==> config.mk <==
export PLATFORM = sky130hd
export DESIGN_NAME = vgu_sqrt_cell
export DESIGN_NICKNAME = d
export VERILOG_FILES = /design/src/rtl/vgu_pkg.sv /design/src/rtl/vgu_sqrt_cell.sv
export SDC_FILE = /design/constraint.sdc
export NUM_CORES = 1
export LEC_CHECK = 0
export BUFFER_PORTS_ARGS = -buffer_cell sky130_fd_sc_hd__buf_4
export CORE_AREA = 2 2 282 284
export CTS_BUF_LIST = sky130_fd_sc_hd__clkbuf_8
export CTS_CLUSTER_SIZE = 20
export DETAILED_ROUTE_END_ITERATION = 6
export DIE_AREA = 0 0 284 286
export GPL_ROUTABILITY_DRIVEN = 0
export GPL_TIMING_DRIVEN = 1
export SETUP_SLACK_MARGIN = 0.15
export SLEW_MARGIN = 30
export SYNTH_ARGS = -nofsm -noshare
export SYNTH_HDL_FRONTEND = slang
export SYNTH_SLANG_ARGS = --single-unit
==> constraint.sdc <==
create_clock -name clk_i -period 1 [get_ports clk_i]
set_input_delay 0.05 -clock clk_i [delete_from_list [all_inputs] [get_ports clk_i]]
set_output_delay 0.05 -clock clk_i [all_outputs]
set_load 0.02 [all_outputs]
==> src/rtl/vgu_pkg.sv <==
// ----------------------------------------------------------------------------
// vgu_pkg: shared types and helpers for the 2D vector geometry unit
// Fixed-point format, item and result layouts, and saturation helper.
// ----------------------------------------------------------------------------
package vgu_pkg;

  localparam int unsigned WIDTH     = 32;
  localparam int unsigned FRAC_BITS = 16;

  // magnitude of a difference of two components
  localparam int unsigned ROOT_W = WIDTH + 1;
  // sum of two squares of ROOT_W-bit magnitudes
  localparam int unsigned PROD_W = 2 * ROOT_W;
  // squared length of b and dot product magnitude
  localparam int unsigned NORM_W = 2 * WIDTH;
  // projection coefficient, below 2^(WIDTH+FRAC_BITS)
  localparam int unsigned QUO_W  = WIDTH + FRAC_BITS;
  localparam int unsigned HALF_W = QUO_W / 2;
  localparam int unsigned PX_W   = WIDTH + 2;
  localparam int unsigned SAT_W  = WIDTH + 4;

  typedef enum logic [1:0] {
    KIND_DECOMP  = 2'd0,
    KIND_REFLECT = 2'd1,
    KIND_NORM    = 2'd2,
    KIND_DIST    = 2'd3
  } kind_e;

  typedef enum logic [1:0] {
    ST_OK   = 2'd0,
    ST_ZERO = 2'd1,
    ST_SAT  = 2'd2
  } status_e;

  typedef struct packed {
    kind_e                    kind;
    logic signed [WIDTH-1:0]  ax;
    logic signed [WIDTH-1:0]  ay;
    logic signed [WIDTH-1:0]  bx;
    logic signed [WIDTH-1:0]  by;
  } item_t;

  typedef struct packed {
    logic [NORM_W-1:0] dotm;
    logic              dneg;
    logic [NORM_W-1:0] n;
    logic              zf;
    logic              uf;
  } side_t;

  typedef struct packed {
    logic [PROD_W-1:0] rem;
    logic [ROOT_W-1:0] root;
  } sq_t;

  // divider lane: numerator bits shift out of lq while quotient bits shift in
  typedef struct packed {
    logic [NORM_W-1:0] den;
    logic [NORM_W-1:0] rem;
    logic [QUO_W-1:0]  lq;
  } lane_t;

  typedef struct packed {
    logic              dneg;
    logic              zf;
    logic              uf;
    logic [ROOT_W-1:0] root;
  } ctl_t;

  typedef struct packed {
    logic signed [WIDTH-1:0] ux;
    logic signed [WIDTH-1:0] uy;
    logic signed [WIDTH-1:0] vx;
    logic signed [WIDTH-1:0] vy;
    logic [WIDTH-1:0]        scalar;
    status_e                 status;
  } res_t;

  function automatic logic [WIDTH-1:0] mag(input logic signed [WIDTH-1:0] v);
    mag = v[WIDTH-1] ? (~v + 1'b1) : v;
  endfunction

  // returns {saturated, value}
  function automatic logic [WIDTH:0] sat_s(input logic signed [SAT_W-1:0] v);
    logic [SAT_W-WIDTH:0] top;
    top = v[SAT_W-1:WIDTH-1];
    if (top == '0 || top == '1) begin
      sat_s = {1'b0, v[WIDTH-1:0]};
    end else if (v[SAT_W-1]) begin
      sat_s = {1'b1, 1'b1, {(WIDTH-1){1'b0}}};
    end else begin
      sat_s = {1'b1, 1'b0, {(WIDTH-1){1'b1}}};
    end
  endfunction

endpackage

==> src/rtl/vgu_sqrt_cell.sv <==
// ----------------------------------------------------------------------------
// vgu_sqrt_cell: one bit of the floor square root chain
// Decides root bit BIT by a trial subtract and hands the item to the next cell.
// ----------------------------------------------------------------------------
module vgu_sqrt_cell #(
  parameter int unsigned BIT = 0
) (
  input  logic            clk_i,
  input  logic            rst_ni,
  input  logic            en_i,
  input  logic            valid_i,
  input  vgu_pkg::item_t  item_i,
  input  vgu_pkg::side_t  side_i,
  input  vgu_pkg::sq_t    sq_i,
  output logic            valid_o,
  output vgu_pkg::item_t  item_o,
  output vgu_pkg::side_t  side_o,
  output vgu_pkg::sq_t    sq_o
);

  localparam int unsigned TW = vgu_pkg::PROD_W + 2;

  logic [TW-1:0]  trial;
  logic [TW-1:0]  rem_x;
  logic           take;
  logic           valid_q;
  vgu_pkg::item_t item_q;
  vgu_pkg::side_t side_q;
  vgu_pkg::sq_t   sq_d, sq_q;

  // (r + 2^k)^2 - r^2 = r*2^(k+1) + 2^(2k)
  assign trial = (TW'(sq_i.root) << (BIT + 1)) + (TW'(1) << (2 * BIT));
  assign rem_x = TW'(sq_i.rem);
  assign take  = trial <= rem_x;

  always_comb begin
    sq_d = sq_i;
    if (take) begin
      sq_d.rem  = vgu_pkg::PROD_W'(rem_x - trial);
      sq_d.root = sq_i.root | (vgu_pkg::ROOT_W'(1) << BIT);
    end
  end

  always_ff @(posedge clk_i or negedge rst_ni) begin
    if (!rst_ni) begin
      valid_q <= 1'b0;
    end else if (en_i) begin
      valid_q <= valid_i;
    end
  end

  always_ff @(posedge clk_i) begin
    if (en_i) begin
      item_q <= item_i;
      side_q <= side_i;
      sq_q   <= sq_d;
    end
  end

  assign valid_o = valid_q;
  assign item_o  = item_q;
  assign side_o  = side_q;
  assign sq_o    = sq_q;

endmodule

# After elaboration in Yosys (flattened, before gate mapping)
# Cells that the tools add are included.
[classes]
add_sub_neg = 2
magnitude_cmp = 1
mux = 1
[ops]
columns = ["operator", "count"]
rows = [
  ["two-way mux 99 bit", 1],
  ["less-or-equal comparator 35 x 66 -> 1 bit", 1],
  ["subtractor 66 x 35 -> 66 bit", 1],
  ["adder 34 x 1 -> 35 bit (second input constant)", 1],
]
[word_totals]
regBits = 361
input_bits = 364
out_inout_bits = 361
word_cells = 18

# Longest topological paths before layout
[logic_depth]
depth_word = 3
mapped_depth = 12

# Worst setup path after synthesis
# No wires, ideal clock.
[synth_path]
path_type = "input to register"
start = "input port sq_i[27] in the netlist's numbering"
end = "register sq_q (netlist bit sq_o[78]) (data pin)"
arrival_time_ps = 2497
required_time_ps = 743
path_slack_ps = -1754
path_stages = 11
path_buffers = 1
cell_sequence = "inv_1 ha_1 clkbuf_1 and4_1 nor3b_2 nand3_1 o31ai_2 o31ai_2 nor3_2 or4b_1 a32o_1"
[synth_lines]
columns = ["element", "line", "rtl"]
rows = [
  ["start: declaration", "vgu_sqrt_cell.sv:14", "input vgu_pkg::sq_t sq_i,"],
  ["end signal: assignment", "vgu_sqrt_cell.sv:56", "sq_q <= sq_d;"],
  ["end: declaration", "vgu_sqrt_cell.sv:29", "vgu_pkg::sq_t sq_d, sq_q;"],
]

==> flow_summary.yaml <==
run_status:
  status: "complete, but fails checks"
  violations: "hold timing, setup timing"
cts:
  clock-sinks: 361
  clkLatencyLatePin_ns: 0.64
  clk_pin_slew_ns: 0.06
  cts-root-buf: "clkbuf_8"
  clk_path_buf_depth: 3
  cts_tree: "done"
  cts-buffers-inserted: 67
  htreeDepth: 3
final_layout:
  post-route-util_pct: 40.1
  area_growth_pct: 119
  nets: 2734
  drive_above_1_share_pct: 55.2
  fillCellCount: 7123
  multi_input_area_um2: 4540
  final_cells: 3439
  final_area_um2: 31500
  seqCellArea_um2: 10800
timing:
  hold_slack_ns: -0.00994
  fin_skew_ns: 0
  fin_crit_sh_pct: 217
  setup_viol: 428
  tightestPinTransition_ns: 0.623
  finalMaxSlewViolations: 0
  setup_tns_ns: -151.35
  period_minus_slack_ns: 2.17
  setup_ws_ns: -1.17
  fmax_mhz: 462
  maxSlewHeadroom_pct: 58.1
  rsz0062_at_grt: "yes"
  hold_viol_final: 1
die:
  die_area_um2: 81200
  num_io_pins: 725
  fp-row-count: 103
  initial_utilization_pct: 18.3
  core_area_um2: 78400
  die_h_um: 286
  die_x_um: 284
place:
  dpl_cell_area_um2: 23100
  placed_cells: 2896
  preCtsSetupSlack_ns: -2.24
  hpwl_mm: 51.1
  port_buffers: 724
synthesis:
  synth.cell_area_um2: 14300
  syn-mean-instance-area_um2: 16.0
  synth_top_family_by_area: "compound AO/OA/AOI/OAI gates"
  synth-simple-area-share_pct: 7.66
  yosys.area_share.xor_xnor_pct: 3.79
  synth_edf_count: 360
  synth_compound_area_share_pct: 7.84
  syn_inst: 898
  yosysWarnings: 0
  synthAdderAreaFrac_pct: 3.11
  muxShareOfSynthArea_pct: 0.262
  synthFlopType: "edfxtp_1"
  ys_seq_elements: 361
  synthArstFlopShare_pct: 0.277
  syn_nets: 1297
  ys_seq_area_share_pct: 75.6
  synth.distinct_cells: 70
pwr:
  p_per_area_nw_per_um2: 1440
  worst_ir_drop_vdd_uv: 896
  p_leak_nw: 13.0
  total_power_mw: 45.2
setup_path:
  required_ns: 1.37
  path_class: "in2reg"
  cp.arrival_ns: 2.54
  crit_fanout: 7
  startpoint_type: "input pin"
  critPathCaptureType: "flip-flop"
drt:
  drtIter0Drc: 819
  viasPerCell: 4.15
  drc_errors: 0
  wl_per_cell_um: 21.2
  ant_nets: 0
  num_vias: 14260
  dr.pass1.iters: 5
  wirelength_mm: 72.9
flow_run:
  maxCapViolations: 0
global_routing:
  antenna_found_initial: 14
  grt_pass1_vias: 15490
  grt_max_degree: 33
  grt_first_pass_wirelength_mm: 104
  grt_overflow: 0
  grt_util_all_layers_pct: 17.1
worst_hold_path:
  hp-class: "in2reg"
final timing paths:
path | start | end | slack (ns) | depth (start not counted)
worst max-delay path | sq_i[92] | sq_o[95] | -1.17 | 14
worst min-delay path | sq_i[0] | sq_o[34] | -0.01 | 3
worst min register to register | valid_o | valid_o | 0.54 | 1
worst max register to register | valid_o | valid_o | 0.24 | 1
max in group asynchronous | rst_ni | valid_o | 0.55 | 3
min in group asynchronous | rst_ni | valid_o | 0.35 | 3
routing by layer:
| layer | global-route usage, % | routed length (um) | vias to the layer above |
|---|---|---|---|
| li1 | - | - | 6350 |
| met5 | 0 | 27 | - |
| met4 | 7.51 | 3290 | 4 |
| met2 | 32.4 | 39100 | 678 |
| met1 | 17.4 | 25400 | 7069 |
| met3 | 4.74 | 5000 | 159 |
Yosys cell counts, types with 13 or more instances:
master	number	area share (%)
nand3_1	13	0.45
xor2_1	23	1.4
o21ai_0	47	1.6
nand4_1	17	0.74
ha_1	34	3.0
nand2_1	67	1.8
edfxtp_1	360	75
nor3_1	20	0.70
a21oi_1	37	1.3
a21o_1	28	1.5
nor2_1	39	1.0
xnor2_1	39	2.4
inv_1	37	0.97
sequential cells by signal (all words and copies together), names as in the netlist:
name     flops
valid_o      1
item_o     130
sq_o        99
side_o     131
cells in the final DEF, fill, tap and decap left out, types with 8 or more instances in the layout:
| cell | n |
|---|---|
| buf_4 | 585 |
| buf_6 | 405 |
| dlygate4sd3_1 | 364 |
| edfxtp_1 | 360 |
| clkbuf_8 | 68 |
| nand2_1 | 50 |
| nor2_1 | 32 |
| inv_1 | 30 |
| xnor2_1 | 29 |
| ha_4 | 29 |
| a21oi_1 | 27 |
| a21o_1 | 26 |
| o21ai_2 | 26 |
| xor2_1 | 21 |
| nand4_1 | 17 |
| buf_8 | 16 |
| nor3_1 | 14 |
| inv_2 | 12 |
| o21ai_0 | 12 |
| clkinv_2 | 11 |
| clkinv_1 | 11 |
| nand2_2 | 10 |
| buf_12 | 10 |
| inv_4 | 9 |
| xnor2_2 | 9 |
| o211ai_1 | 8 |
| buf_16 | 8 |
cells by family after synthesis:
family | Yosys count
and+or+nand+nor | 209
adders and majority gates | 35
xor gates and xnor gates | 62
DFF | 361
muxes | 3
buffers and inverters | 59
AOI/OAI and AO/OA | 169
layout make-up:
type,instances,share of cell area (%)
flip-flops and latches,361,34.4
clock inverters,50,1.13
diodes,5,0.0398
inverters,38,0.573
clock buffers,68,2.98
well taps,1050,4.18
repair buffers,1389,42.2
multi-input cells,478,14.4
power by group:
| part | switching (mW) | internal (mW) | total, mW |
|---|---|---|---|
| Clock | 6.89 | 7.29 | 14.2 |
| Sequential | 0.756 | 18.2 | 19.0 |
| Combinational | 5.52 | 6.46 | 12.0 |
| Total | 13.2 | 32.0 | 45.2 |
repair_timing:
item / in CTS / in global routing
hold buffers: 356 / 8
gates resized for setup: 613 / 77
setup buffers: 41 / 7
hold endpoints to repair: 637 / 8
pin swaps: 119 / 36
setup endpoints to repair: 428 / 487
gates cloned: 7 / 1
worst max-delay path: stages:
cell,delay (ns)
buf_6,0.09
or4_4,0.57
or4b_4,0.52
nor4_4,0.14
buf_4,0.18
o31ai_4,0.10
nor3_4,0.14
buf_6,0.13
buf_12,0.14
buf_12,0.13
buf_8,0.11
nor3_4,0.04
o21ai_2,0.09
xnor2_2,0.12
Power figures use the tool's default switching activity.
