File: config.mk
export PLATFORM = sky130hd
export DESIGN_NAME = vgu_div_cell
export DESIGN_NICKNAME = d
export VERILOG_FILES = /design/src/rtl/vgu_pkg.sv /design/src/rtl/vgu_div_cell.sv
export SDC_FILE = /design/constraint.sdc
export NUM_CORES = 1
export LEC_CHECK = 0
export BUFFER_PORTS_ARGS = -buffer_cell sky130_fd_sc_hd__buf_2
export CORE_AREA = 2 2 400 402
export DETAILED_ROUTE_END_ITERATION = 8
export DIE_AREA = 0 0 402 404
export GPL_ROUTABILITY_DRIVEN = 0
export MAX_ROUTING_LAYER = met4
export REMOVE_ABC_BUFFERS = 1
export SLEW_MARGIN = 20
export SYNTH_ARGS = -nofsm -noshare
export SYNTH_HDL_FRONTEND = slang
export SYNTH_SLANG_ARGS = --single-unit
File: constraint.sdc
create_clock -name clk_i -period 0.8 [get_ports clk_i]
set_input_delay 0.08 -clock clk_i [delete_from_list [all_inputs] [get_ports clk_i]]
set_output_delay 0.08 -clock clk_i [all_outputs]
set_load 0.03 [all_outputs]
File: src/rtl/vgu_pkg.sv
// ----------------------------------------------------------------------------
// vgu_pkg: shared types and helpers for the 2D vector geometry unit
// Fixed-point format, item and result layouts, and saturation helper.
// ----------------------------------------------------------------------------
package vgu_pkg;

  localparam int unsigned WIDTH     = 32;
  localparam int unsigned FRAC_BITS = 16;

  // magnitude of a difference of two components
  localparam int unsigned ROOT_W = WIDTH + 1;
  // sum of two squares of ROOT_W-bit magnitudes
  localparam int unsigned PROD_W = 2 * ROOT_W;
  // squared length of b and dot product magnitude
  localparam int unsigned NORM_W = 2 * WIDTH;
  // projection coefficient, below 2^(WIDTH+FRAC_BITS)
  localparam int unsigned QUO_W  = WIDTH + FRAC_BITS;
  localparam int unsigned HALF_W = QUO_W / 2;
  localparam int unsigned PX_W   = WIDTH + 2;
  localparam int unsigned SAT_W  = WIDTH + 4;

  typedef enum logic [1:0] {
    KIND_DECOMP  = 2'd0,
    KIND_REFLECT = 2'd1,
    KIND_NORM    = 2'd2,
    KIND_DIST    = 2'd3
  } kind_e;

  typedef enum logic [1:0] {
    ST_OK   = 2'd0,
    ST_ZERO = 2'd1,
    ST_SAT  = 2'd2
  } status_e;

  typedef struct packed {
    kind_e                    kind;
    logic signed [WIDTH-1:0]  ax;
    logic signed [WIDTH-1:0]  ay;
    logic signed [WIDTH-1:0]  bx;
    logic signed [WIDTH-1:0]  by;
  } item_t;

  typedef struct packed {
    logic [NORM_W-1:0] dotm;
    logic              dneg;
    logic [NORM_W-1:0] n;
    logic              zf;
    logic              uf;
  } side_t;

  typedef struct packed {
    logic [PROD_W-1:0] rem;
    logic [ROOT_W-1:0] root;
  } sq_t;

  // divider lane: numerator bits shift out of lq while quotient bits shift in
  typedef struct packed {
    logic [NORM_W-1:0] den;
    logic [NORM_W-1:0] rem;
    logic [QUO_W-1:0]  lq;
  } lane_t;

  typedef struct packed {
    logic              dneg;
    logic              zf;
    logic              uf;
    logic [ROOT_W-1:0] root;
  } ctl_t;

  typedef struct packed {
    logic signed [WIDTH-1:0] ux;
    logic signed [WIDTH-1:0] uy;
    logic signed [WIDTH-1:0] vx;
    logic signed [WIDTH-1:0] vy;
    logic [WIDTH-1:0]        scalar;
    status_e                 status;
  } res_t;

  function automatic logic [WIDTH-1:0] mag(input logic signed [WIDTH-1:0] v);
    mag = v[WIDTH-1] ? (~v + 1'b1) : v;
  endfunction

  // returns {saturated, value}
  function automatic logic [WIDTH:0] sat_s(input logic signed [SAT_W-1:0] v);
    logic [SAT_W-WIDTH:0] top;
    top = v[SAT_W-1:WIDTH-1];
    if (top == '0 || top == '1) begin
      sat_s = {1'b0, v[WIDTH-1:0]};
    end else if (v[SAT_W-1]) begin
      sat_s = {1'b1, 1'b1, {(WIDTH-1){1'b0}}};
    end else begin
      sat_s = {1'b1, 1'b0, {(WIDTH-1){1'b1}}};
    end
  endfunction

endpackage

File: src/rtl/vgu_div_cell.sv
// ----------------------------------------------------------------------------
// vgu_div_cell: one quotient bit of two restoring divider lanes
// Shifts in the next numerator bit, subtracts the divisor when it fits.
// ----------------------------------------------------------------------------
module vgu_div_cell (
  input  logic            clk_i,
  input  logic            rst_ni,
  input  logic            en_i,
  input  logic            valid_i,
  input  vgu_pkg::item_t  item_i,
  input  vgu_pkg::ctl_t   ctl_i,
  input  vgu_pkg::lane_t  lane_a_i,
  input  vgu_pkg::lane_t  lane_b_i,
  output logic            valid_o,
  output vgu_pkg::item_t  item_o,
  output vgu_pkg::ctl_t   ctl_o,
  output vgu_pkg::lane_t  lane_a_o,
  output vgu_pkg::lane_t  lane_b_o
);

  function automatic vgu_pkg::lane_t step(input vgu_pkg::lane_t l);
    logic [vgu_pkg::NORM_W:0] t;
    logic                     ge;
    vgu_pkg::lane_t           r;
    t     = {l.rem, l.lq[vgu_pkg::QUO_W-1]};
    ge    = t >= {1'b0, l.den};
    r.den = l.den;
    r.rem = ge ? vgu_pkg::NORM_W'(t - {1'b0, l.den}) : t[vgu_pkg::NORM_W-1:0];
    r.lq  = {l.lq[vgu_pkg::QUO_W-2:0], ge};
    step  = r;
  endfunction

  logic           valid_q;
  vgu_pkg::item_t item_q;
  vgu_pkg::ctl_t  ctl_q;
  vgu_pkg::lane_t lane_a_q, lane_b_q;

  always_ff @(posedge clk_i or negedge rst_ni) begin
    if (!rst_ni) begin
      valid_q <= 1'b0;
    end else if (en_i) begin
      valid_q <= valid_i;
    end
  end

  always_ff @(posedge clk_i) begin
    if (en_i) begin
      item_q   <= item_i;
      ctl_q    <= ctl_i;
      lane_a_q <= step(lane_a_i);
      lane_b_q <= step(lane_b_i);
    end
  end

  assign valid_o  = valid_q;
  assign item_o   = item_q;
  assign ctl_o    = ctl_q;
  assign lane_a_o = lane_a_q;
  assign lane_b_o = lane_b_q;

endmodule

; Word-level counts from Yosys, hierarchy flattened
; Cells that the tools add are included.
[op_classes]
add_sub_neg = 2
n_lt_le_gt_ge = 2
muxes = 2
[op_table]
columns = op, count
row1 = $ge A65 B64 Y1, 2
row2 = $mux W64, 2
row3 = $sub A64 B64 Y64, 2
[word_totals]
regBits = 519
input_bits = 522
out_inout_bits = 519
word_cells = 22

; Longest topological paths before layout
; Gate-level depths: netlist of the first run.
[depth]
word_depth = 2
ltp_mapped = 16
mapped_depth_nobuf = 13

; Least setup slack after synthesis of the first run
; Ideal clock, no wire load.
[synth_path]
kind = input to register
start = input lane_a_i[47] in the netlist's numbering
end = register lane_a_q (netlist bit lane_a_o[102]), data pin
setup_time_ps = 256
arrival_ps = 2707
required_time_ps = 544
slack_ps = -2163
stages = 13
path_buffers = 0
path_cell_list = inv_1 ha_1 fa_1 nand2b_1 a21oi_1 o2111ai_1 o21ai_1 a21bo_2 a21oi_2 or4_1 a31oi_1 o21ai_0 a31o_2
[synth_via]
elab_chain_cells = 2
word_cells_on_any_way = 3
cone_classes = 1 x add/sub / 1 x order compare / 1 x mux
[synth_rtl]
columns = item, line
row1 = start: declaration, vgu_div_cell.sv:12  ; input vgu_pkg::lane_t lane_a_i,
row2 = $sub A64 B64 Y64 or $ge A65 B64 Y1 (tied branches), "vgu_div_cell.sv:28, vgu_div_cell.sv:26"
row3 = $mux W64 *, vgu_div_cell.sv:28  ; r.rem = ge ? vgu_pkg::NORM_W'(t - {1'b0, l.den}) : t[vgu_pkg::NORM_W-1:0];
row4 = end signal: assignment, vgu_div_cell.sv:50  ; lane_a_q <= step(lane_a_i);
row5 = end: declaration, vgu_div_cell.sv:36  ; vgu_pkg::lane_t lane_a_q, lane_b_q;
; Every way passes the cells marked *; elsewhere a longest branch is shown, timed or not.
; A chain may end at the register's enable or synchronous reset.

; Final worst setup path of the first run
[layout_path]
start = input lane_a_i[125] in the netlist's numbering
end = register lane_a_q (netlist bit lane_a_o[110]), data pin
; Same word-level chain as after synthesis.

==> flow_summary.yaml, run 1 <==
route:
  drc: 0
  dr_total_vias: 26630
  drt-pass1-iter-count: 5
  postRouteWirelength_mm: 134.4
  drtIter0Drc: 1864
  post_detailed_route_wirelength_per_cell_um: 20.60
  vias_per_cell: 4.080
  postRouteAntennaNets: 0
setup_path:
  critPathKind: "primary input to flop"
  worstSetupStartpointType: "primary input"
  cp.required_ns: 1.19
  critPathMaxFanout: 6
  kind_of_capture_point_of_the_worst_setup_path: "flop"
  worst_ep_arrival_time_ns: 3.10
power:
  power_density_nw_per_um2: 1946
  vdd_ir_drop_max_v: 0.001873
  power.leakage_nw: 21.38
timing:
  rsz0062_at_grt: "true"
  fmax_ghz: 0.3694
  slew_violations: 0
  worst_pin_slew_ns: 0.6503
  final.setup_skew_ns: 0
  hold_viol: 3
  slew_headroom_pct: 56.50
  number_of_setup_violations_in_the_final_report: 1158
  min_period_over_period_pct: 338.4
  final.hold.worst_slack_ns: -0.3369
  setup_slack_ns: -1.907
  finalCriticalPeriod_ns: 2.707
cells_and_area:
  most-common-layout-cells: "buf_2 (986), buf_4 (660), dlygate4sd3_1 (525)"
  fin_area_um2: 49330
  finish.utilization_pct: 31.26
  combined_area_of_the_multi_input_logic_cells_um2: 10840
  drive_above_1_share_pct: 52.41
  area_delta_synth_final_pct: 97.07
  register_area_um2: 15580
  fill_cells: 15770
  layout.nets: 5019
  final_common_cell: "buf_2"
clock_tree:
  cts.root.buffer_cell: "clkbuf_16"
  cts_tree: "yes"
  cts_max_path_buffers: 3
  clock_sinks: 519
  cts.htree.levels: 3
  worstSkewPairLatency_ns: 0.63
  cts_inserted_buffers: 66
  cts.clk_slew.worst_paths_ns: 0.06
logic_synthesis:
  avgSynthCellArea_um2: 12.15
  seq_area_frac_synth_pct: 62.24
  async_reset_ff_share_pct: 0.1927
  synth_cells: 2061
  post_synth_instance_area_um2: 25030
  synth_enable_flop_cells: 518
  yosys_warnings: 0
  yosys_most_used_dff: "edfxtp_1"
  postSynthRegisterBits: 519
  netlist-cell-type-count: 76
grt:
  gr-usage-met3_pct: 4.545
  global_route.usage.met1_pct: 17.39
  gr-usage-met2_pct: 26.46
  initial_antenna_violation_count: 53
  grt_first_pass_wirelength_mm: 182.8
  grt_most_used_layer: "met2"
  global_route.usage.total_pct: 15.83
  grt.overflow.total: 0
  first_global_vias: 27130
  grt_max_degree: 35
die:
  die-width_um: 402
  pin_count: 1041
  dieArea_um2: 162400
  die_height_um: 404
  row_count: 146
  starting_density_of_the_core_pct: 15.86
  coreArea_um2: 157800
min_path:
  worst_hold_path_type: "primary input to flop"
status:
  run_status: "complete, but fails checks"
  violations: "negative hold slack, negative setup slack"
place:
  placed_area_um2: 37930
  io_buffers: 1040
  detailed_place_hpwl_mm: 101.7
flow_run:
  max-cap-violations: 0
synth_stat cells (3+ instances only):
library cell	n	area share (%)
edfxtp_1	518	62
a21oi_1	191	3.8
nand2_1	182	2.7
inv_1	171	2.6
o21ai_0	140	2.8
ha_1	128	6.4
nor2_1	128	1.9
xnor2_1	66	2.3
a21o_1	53	1.6
xor2_1	49	1.7
nand4_1	46	1.1
clkbuf_1	39	0.58
o21bai_1	31	0.93
nand3_1	29	0.58
nor3_1	25	0.50
buf_2	24	0.48
o21a_1	20	0.60
nand2b_1	19	0.47
o211ai_1	15	0.45
mux2_2	14	0.63
nor2b_1	13	0.32
a211oi_1	12	0.36
a31oi_1	12	0.30
and2_1	11	0.27
and3_1	11	0.27
o21ai_1	8	0.16
o31ai_1	8	0.24
or2_2	7	0.17
buf_4	6	0.18
a2111oi_0	5	0.17
a221o_1	4	0.16
o22ai_1	4	0.10
o31a_1	4	0.14
a211o_1	3	0.10
a21boi_0	3	0.090
a311oi_1	3	0.10
nor4_1	3	0.075
or3_1	3	0.075
or4_1	3	0.090
worst paths after layout:
check,startpoint,end,slack (ns),cells past startpoint
worst max-delay path,lane_a_i[125],lane_a_o[110],-1.91,18
worst min-delay path,lane_b_i[113],lane_b_o[113],-0.34,1
worst max register to register,valid_o,valid_o,0.04,1
worst min register to register,valid_o,valid_o,0.53,1
max in group asynchronous,rst_ni,valid_o,0.37,3
min in group asynchronous,rst_ni,valid_o,0.33,3
registers in the layout (all words and copies together) (netlist names):
name	cells
lane_b_o	176
valid_o	1
item_o	130
lane_a_o	176
ctl_o	36
where the power goes:
group	leakage [nW]	internal [W]	switching, W
Sequential	5.08	0.0333	0.00110
Combinational	15.3	0.0136	0.0177
Clock	1.03	0.0175	0.0129
Total	21.4	0.0643	0.0317
logic make-up (layout without fill, tap and decap cells):
family	Yosys count	after routing	share of synthesized area (%)
AO/OA/AOI/OAI	549	549	13.60
flip-flops	519	519	62.24
AND/OR/NAND/NOR	490	490	9.002
buffers and inverters	244	2596	3.949
adder cells (fa/ha/maj)	130	130	6.558
XOR/XNOR	115	115	4.024
multiplexers	14	14	0.6298
other	0	42	0
final cells by class:
cell class	instances	share of cell area, %
well taps	2072	5.255
clock buffers	77	3.475
repair buffers	2309	35.23
clock inverters	37	0.8624
inverters	173	1.415
flip-flops and latches	519	31.58
multi-input cells	1298	21.97
diodes	42	0.2131
layer usage:
metal | wire length (µm) | part of all wire [%] | vias up
met4 | 7100 | 5.3 | 0
met1 | 50700 | 38 | 12790
met2 | 65100 | 48 | 1254
met3 | 11530 | 8.6 | 287
li1 | - | - | 12290
met5 | 0 | 0 | -
worst max-delay path, cell delays in order:
cell and delay [ns]:
buf_2 0.11, inv_1 0.07, ha_4 0.31, nand2_1 0.08, nor2_2 0.19, nand4_1 0.24
or4_4 0.49, nor4_4 0.17, buf_4 0.18, a2111oi_4 0.05, and3_4 0.20, a21o_4 0.24
clkinv_8 0.09, buf_12 0.11, buf_16 0.14, buf_8 0.12, o211a_1 0.16, nor3_2 0.05
repair_timing:
item | CTS | global route
pin swaps | 90 | 161
resized for setup | 339 | 431
cloned | 10 | 9
hold buffers | 521 | 4
endpoints found under the hold margin | 531 | 7
buffers inserted | 52 | 48
setup endpoints to repair | 649 | 1158
metrics by stage:
step           hold WS, ns  setup slack (ns)  setup TNS, ns  power [W]  instances
5_1_grt            -0.3898            -1.910        -767.80    0.09964       6522
6_report           -0.3369            -1.907        -723.69    0.09600       6527
3_3_place_gp       -0.1445            -2.994        -448.46    0.05927       5763
3_5_place_dp       -0.1370            -2.912        -456.25    0.05942       5763
4_1_cts            -0.4214            -1.769        -751.53    0.09488       6447
2_1_floorplan      -0.2156            -3.715        -384.01    0.04645       1990
No activity file was read; power rests on OpenSTA's default activity.
==> run 2: changes to the inputs <==
Settings changed: ABC_AREA from default to 1, CORE_AREA 2 2 400 402 to 2 2 403 405, DIE_AREA 0 0 402 404 to 0 0 405 407.
==> run 2 against run 1 <==
  * The run still ends with negative hold slack, negative setup slack left
  * Flip-flop and latch count unchanged
  * Synthesized cell count up 77%
  * Maximum frequency up 61%
  * Count of clock-buffer cells in the layout down 2
  * Design area up 28%
  * First-iteration DRC count up 35%
  * Hold slack better by 0.12 ns
  * Critical endpoint is now lane_b_o[93]
  * Largest power group is now combinational logic
==> flow_summary.yaml, run 2 <==
cells_and_area:
  area_delta_synth_final_pct: 111.6
  fin_area_um2: 63190
  drive_above_1_share_pct: 52.69
  layoutNonFillerInstCount: 8353
  most-common-layout-cells: "nand2_1 (896), buf_4 (773), inv_1 (598)"
  layout.nets: 6771
  final_common_cell: "nand2_1"
grt:
  grt.overflow.total: 0
  grt_max_degree: 39
  grt_first_pass_wirelength_mm: 232.2
  initial_antenna_violation_count: 45
  global_route.usage.total_pct: 19.80
  first_global_vias: 36660
logic_synthesis:
  synth_xor_area_share_pct: 1.819
  yosys_warnings: 0
  avgSynthCellArea_um2: 8.176
  async_reset_ff_share_pct: 0.1927
  multiplexer_area_fraction_after_synthesis_pct: 0.03771
  synth_cells: 3652
  largest_family_of_logic_cells_by_synthesized_area: "simple AND/OR/NAND/NOR gates"
  post_synth_instance_area_um2: 29860
  netlist-cell-type-count: 40
  synth_compound_area_share_pct: 1.940
  postSynthRegisterBits: 519
  synth.top_cells.by_area: "edfxtp_1 (52%), nand2_1 (17%), inv_1 (9.6%)"
  synth_top_cell_area_share_pct: 52.10
  synth_simple_gate_area_share_pct: 27.83
  netlist.top_cell.by_area: "edfxtp_1"
  seq_area_frac_synth_pct: 52.18
  synth_top_cells_by_count: "nand2_1 (1379), inv_1 (763), edfxtp_1 (518)"
  yosys_most_used_dff: "edfxtp_1"
  most_frequently_used_cell_type_in_the_post_synthesis_netlist: "nand2_1"
  synth_enable_flop_cells: 518
  yosys.area_share.adder_pct: 5.498
die:
  die_height_um: 407
  dieArea_um2: 164800
  coreArea_um2: 160200
  starting_density_of_the_core_pct: 18.64
  row_count: 147
  die-width_um: 405
  pin_count: 1041
min_path:
  worst_hold_path_type: "primary input to flop"
clock_tree:
  worstSkewPairLatency_ns: 0.66
  cts.clk_slew.worst_paths_ns: 0.06
  clock_sinks: 519
  cts_inserted_buffers: 66
  cts_max_path_buffers: 3
  cts.htree.levels: 3
  cts_tree: "yes"
  cts.root.buffer_cell: "clkbuf_16"
setup_path:
  critical_path.most_common_cell: "nand2_2"
  cp.required_ns: 1.23
  cpPeakStageDelay_ns: 0.28
  critical_path.cell_chain: "buf_2, inv_1, ha_4, nand2_1, nand2_2, nand2_2, nand2_2, inv_2, nand2_2, inv_2, a21oi_4, nor2_4, buf_12, nand2_8, buf_12, buf_6, nand3_4, nand2_2"
  worst_ep_arrival_time_ns: 2.11
  critPathMaxFanout: 7
  kind_of_capture_point_of_the_worst_setup_path: "flop"
  critPathKind: "primary input to flop"
  worstSetupStartpointType: "primary input"
  worst_path_max_delay_cell: "ha_4"
timing:
  fmax_ghz: 0.5953
  number_of_setup_violations_in_the_final_report: 653
  slew_headroom_pct: 74.22
  final.setup_skew_ns: 0
  hold_viol: 2
  worst_pin_slew_ns: 0.3868
  setup_slack_ns: -0.8798
  rsz0062_at_grt: "true"
  slew_violations: 0
  finalCriticalPeriod_ns: 1.680
  final.hold.worst_slack_ns: -0.2192
  min_period_over_period_pct: 210.0
route:
  vias_per_cell: 4.308
  drtIter0Drc: 2517
  drc: 0
  drt-pass1-iter-count: 9
  dr_total_vias: 35990
  postRouteWirelength_mm: 174.8
  postRouteAntennaNets: 0
  post_detailed_route_wirelength_per_cell_um: 20.93
flow_run:
  max-cap-violations: 0
power:
  power_density_nw_per_um2: 1696
  vdd_ir_drop_max_v: 0.001715
  power.leakage_nw: 29.85
  total_power_w: 0.1071
place:
  placed_instances: 7451
  placed_area_um2: 42950
  detailed_place_hpwl_mm: 118.8
  io_buffers: 1040
status:
  run_status: "complete, but fails checks"
  violations: "negative hold slack, negative setup slack"
run 2: changes by cell type after synthesis, sizes merged, moves of 53 or more:
cell	previous run	this run
o21ai	148	16
nor2	129	232
a21oi	193	90
nand2	182	1396
xnor2	66	2
a21o	54	1
inv	172	785
nand3	29	286
run 2: what timing repair did:
item / 4_1_cts / 5_1_grt
buffers inserted: 161 / 65
resized for setup: 2056 / 913
pin swaps: 321 / 367
setup endpoints to repair: 649 / 661
cloned: 36 / 4
hold buffers: 508 / 16
endpoints found under the hold margin: 570 / 18
run 2: layout make-up:
cell class | instances | area (µm²)
fillers | 14820 | 97010
repair buffers | 2438 | 22530
multi-input cells | 2307 | 17040
flip-flops and latches | 519 | 15580
inverters | 787 | 3089
well taps | 2160 | 2703
clock buffers | 75 | 1728
clock inverters | 44 | 462.9
diodes | 23 | 57.56
run 2: power by group:
part	leakage, nW	switching (W)	internal, W
Clock	1.07	0.0134	0.0180
Combinational	23.7	0.0220	0.0188
Sequential	5.08	0.00171	0.0332
run 2: cells by family (layout without fill, tap and decap cells):
kind of cell	Yosys count	count (layout)
flip-flops	519	519
buffers and inverters	826	3344
AO/OA/AOI/OAI	111	111
XOR/XNOR	62	62
multiplexers	1	1
adder cells (fa/ha/maj)	130	130
other	0	23
AND/OR/NAND/NOR	2003	2003
run 2: through the flow:
stage                     utilization (%)  TNS, ns  setup slack [ns]
final                               39.44  -361.84           -0.8798
after global routing                39.44  -399.20           -0.8748
after global placement              26.81  -345.90            -1.697
after floorplan                         -  -252.83            -1.975
after detailed placement            26.81  -350.74            -1.677
after CTS                           37.49  -381.69           -0.7940
run 2: worst max-delay path, delay by kind of cell:
family | cells | cell delay, ns
buffers and inverters | 7 | 0.85
AND/OR/NAND/NOR | 9 | 0.80
adder cells (fa/ha/maj) | 1 | 0.28
AO/OA/AOI/OAI | 1 | 0.06
run 2: path summary, 6_finish.rpt:
kind | startpoint | end | slack [ns] | cells past startpoint
worst max-delay path | lane_b_i[158] | lane_b_o[93] | -0.88 | 18
worst min-delay path | lane_a_i[110] | lane_a_o[111] | -0.22 | 3
worst max register to register | valid_o | valid_o | 0.04 | 1
worst min register to register | valid_o | valid_o | 0.53 | 1
max in group asynchronous | rst_ni | valid_o | 0.44 | 3
min in group asynchronous | rst_ni | valid_o | 0.26 | 3
run 2: layer usage:
metal / track usage [%] / share of wire, %
met1: 18.17 / 32
met2: 36.35 / 52
met3: 4.415 / 7.8
met4: 13.75 / 8.4
met5: - / 0
==> run 3: changes to the inputs <==
Settings changed: SKIP_CTS_REPAIR_TIMING from default to 1.
==> run 3 against run 2 <==
  * The flow still finishes with violations (negative hold slack, negative setup slack)
  * Maximum frequency up 7.1%
  * Hold slack lost 0.17 ns
  * Combinational power is 21% lower
  * Count of clock-buffer cells in the layout stayed put
  * Sequential power is 2% lower
  * Register-to-register slack gained 0.03 ns
  * Largest power group is now registers
==> flow_summary.yaml, run 3 (same netlist as run 2, synthesis figures left out) <==
status:
  run_status: "complete, but fails checks"
  violations: "negative hold slack, negative setup slack"
setup_path:
  critical_path.most_common_cell: "nor2_2"
  critical_path.top_delay_family: "simple AND/OR/NAND/NOR gates"
  critPathKind: "primary input to flop"
  worst_ep_arrival_time_ns: 2.09
  critical_path.cell_chain: "buf_2, inv_1, ha_4, nand2_1, nor2_2, inv_2, nor2_2, inv_2, nor2_2, nand2_2, nand2_2, nand2_4, nand2_4, buf_12, nand3_1, nand2_1"
  cp.required_ns: 1.32
  critPathBufInv: 5
  kind_of_capture_point_of_the_worst_setup_path: "flop"
  worstSetupStartpointType: "primary input"
  cpPeakStageDelay_ns: 0.33
  worst_path_max_delay_cell: "ha_4"
  critPathMaxFanout: 23
die:
  row_count: 147
  die_height_um: 407
  pin_count: 1041
  starting_density_of_the_core_pct: 18.64
  coreArea_um2: 160200
  die-width_um: 405
  dieArea_um2: 164800
place:
  detailed_place_hpwl_mm: 118.8
  dp_worst_setup_slack_ns: -1.677
  io_buffers: 1040
power:
  vdd_ir_drop_max_v: 0.001716
  total_power_w: 0.09744
  power.leakage_nw: 26.59
  power_density_nw_per_um2: 1793
route:
  drtIter0Drc: 2260
  vias_per_cell: 4.066
  drc: 0
  post_detailed_route_wirelength_per_cell_um: 18.74
  drt-pass1-iter-count: 6
  dr_total_vias: 33170
  postRouteAntennaNets: 0
  postRouteWirelength_mm: 152.9
timing:
  final.setup_skew_ns: 0
  min_period_over_period_pct: 196.1
  final.hold.worst_slack_ns: -0.3846
  finalCriticalPeriod_ns: 1.569
  rsz0062_at_grt: "true"
  slew_headroom_pct: 50.46
  fmax_ghz: 0.6373
  worst_pin_slew_ns: 0.7407
  slew_violations: 0
  setup_slack_ns: -0.7690
  setup-tns-final_ns: -524.85
  number_of_setup_violations_in_the_final_report: 905
  hold_viol: 4
cells_and_area:
  layout.nets: 6572
  final_common_cell: "nand2_1"
  drive_above_1_share_pct: 41.67
  register_area_um2: 15580
  area_delta_synth_final_pct: 82.00
  combined_area_of_the_multi_input_logic_cells_um2: 14220
  fill_cells: 16220
  finish.utilization_pct: 33.92
  most-common-layout-cells: "nand2_1 (1163), buf_2 (983), inv_1 (671)"
clock_tree:
  cts.root.buffer_cell: "clkbuf_16"
  cts.htree.levels: 3
  clock_sinks: 519
  cts_inserted_buffers: 66
  cts.clk_slew.worst_paths_ns: 0.06
  cts_max_path_buffers: 3
  worstSkewPairLatency_ns: 0.66
  cts_tree: "yes"
grt:
  grt_first_pass_wirelength_mm: 193.6
  global_route.usage.total_pct: 16.69
  first_global_vias: 30180
  grt.overflow.total: 0
  grt_max_degree: 39
  initial_antenna_violation_count: 50
flow_run:
  max-cap-violations: 0
min_path:
  worst_hold_path_type: "primary input to flop"
[run 3: changes by cell type in the layout (fill, tap and decap cells not counted), sizes merged]
cell	previous run	this run
inv	794	793
diode	23	26
dlygate4sd3	521	519
buf	1914	1709
clkinv	27	28
clkbuf	78	86
[run 3: worst paths after layout]
path | cells after the start | from | to | slack (ns)
worst max-delay path | 16 | lane_a_i[144] | lane_a_o[92] | -0.77
worst min-delay path | 1 | lane_b_i[112] | lane_b_o[112] | -0.38
worst max register to register | 1 | valid_o | valid_o | 0.07
worst min register to register | 1 | valid_o | valid_o | 0.50
max in group asynchronous | 3 | rst_ni | valid_o | 0.44
min in group asynchronous | 3 | rst_ni | valid_o | 0.26
[run 3: layout make-up]
type | instances | area share [%]
Antenna cell | 26 | 0.1197
Tap cell | 2160 | 4.973
Clock buffer | 75 | 3.180
Timing Repair Buffer | 2239 | 30.55
Inverter | 787 | 5.487
Sequential cell | 519 | 28.67
Multi-Input combinational cell | 2307 | 26.17
Clock inverter | 44 | 0.8519
[run 3: report_power, final]
part           switching, W  internal [W]  total, W
Clock                0.0130        0.0180    0.0310
Sequential          0.00108        0.0332    0.0342
Combinational        0.0191        0.0132    0.0322
Total                0.0332        0.0643    0.0974
[run 3: stage by stage]
stage | hold WS, ns | instances | area [µm²]
after floorplan | -0.2156 | 3613 | 29620
after global placement | -0.1455 | 7451 | 42950
after detailed placement | -0.1446 | 7451 | 42950
after CTS | -0.9241 | 7570 | 45140
after global routing | -0.4415 | 8153 | 54330
final | -0.3846 | 8157 | 54340
[run 3: layer usage]
layer	up-vias	wire length, µm	global-route usage, %
met5	-	0	-
met4	0	8625	8.621
met3	355	10090	3.697
li1	16020	-	-
met1	15390	52500	15.80
met2	1410	81680	31.44
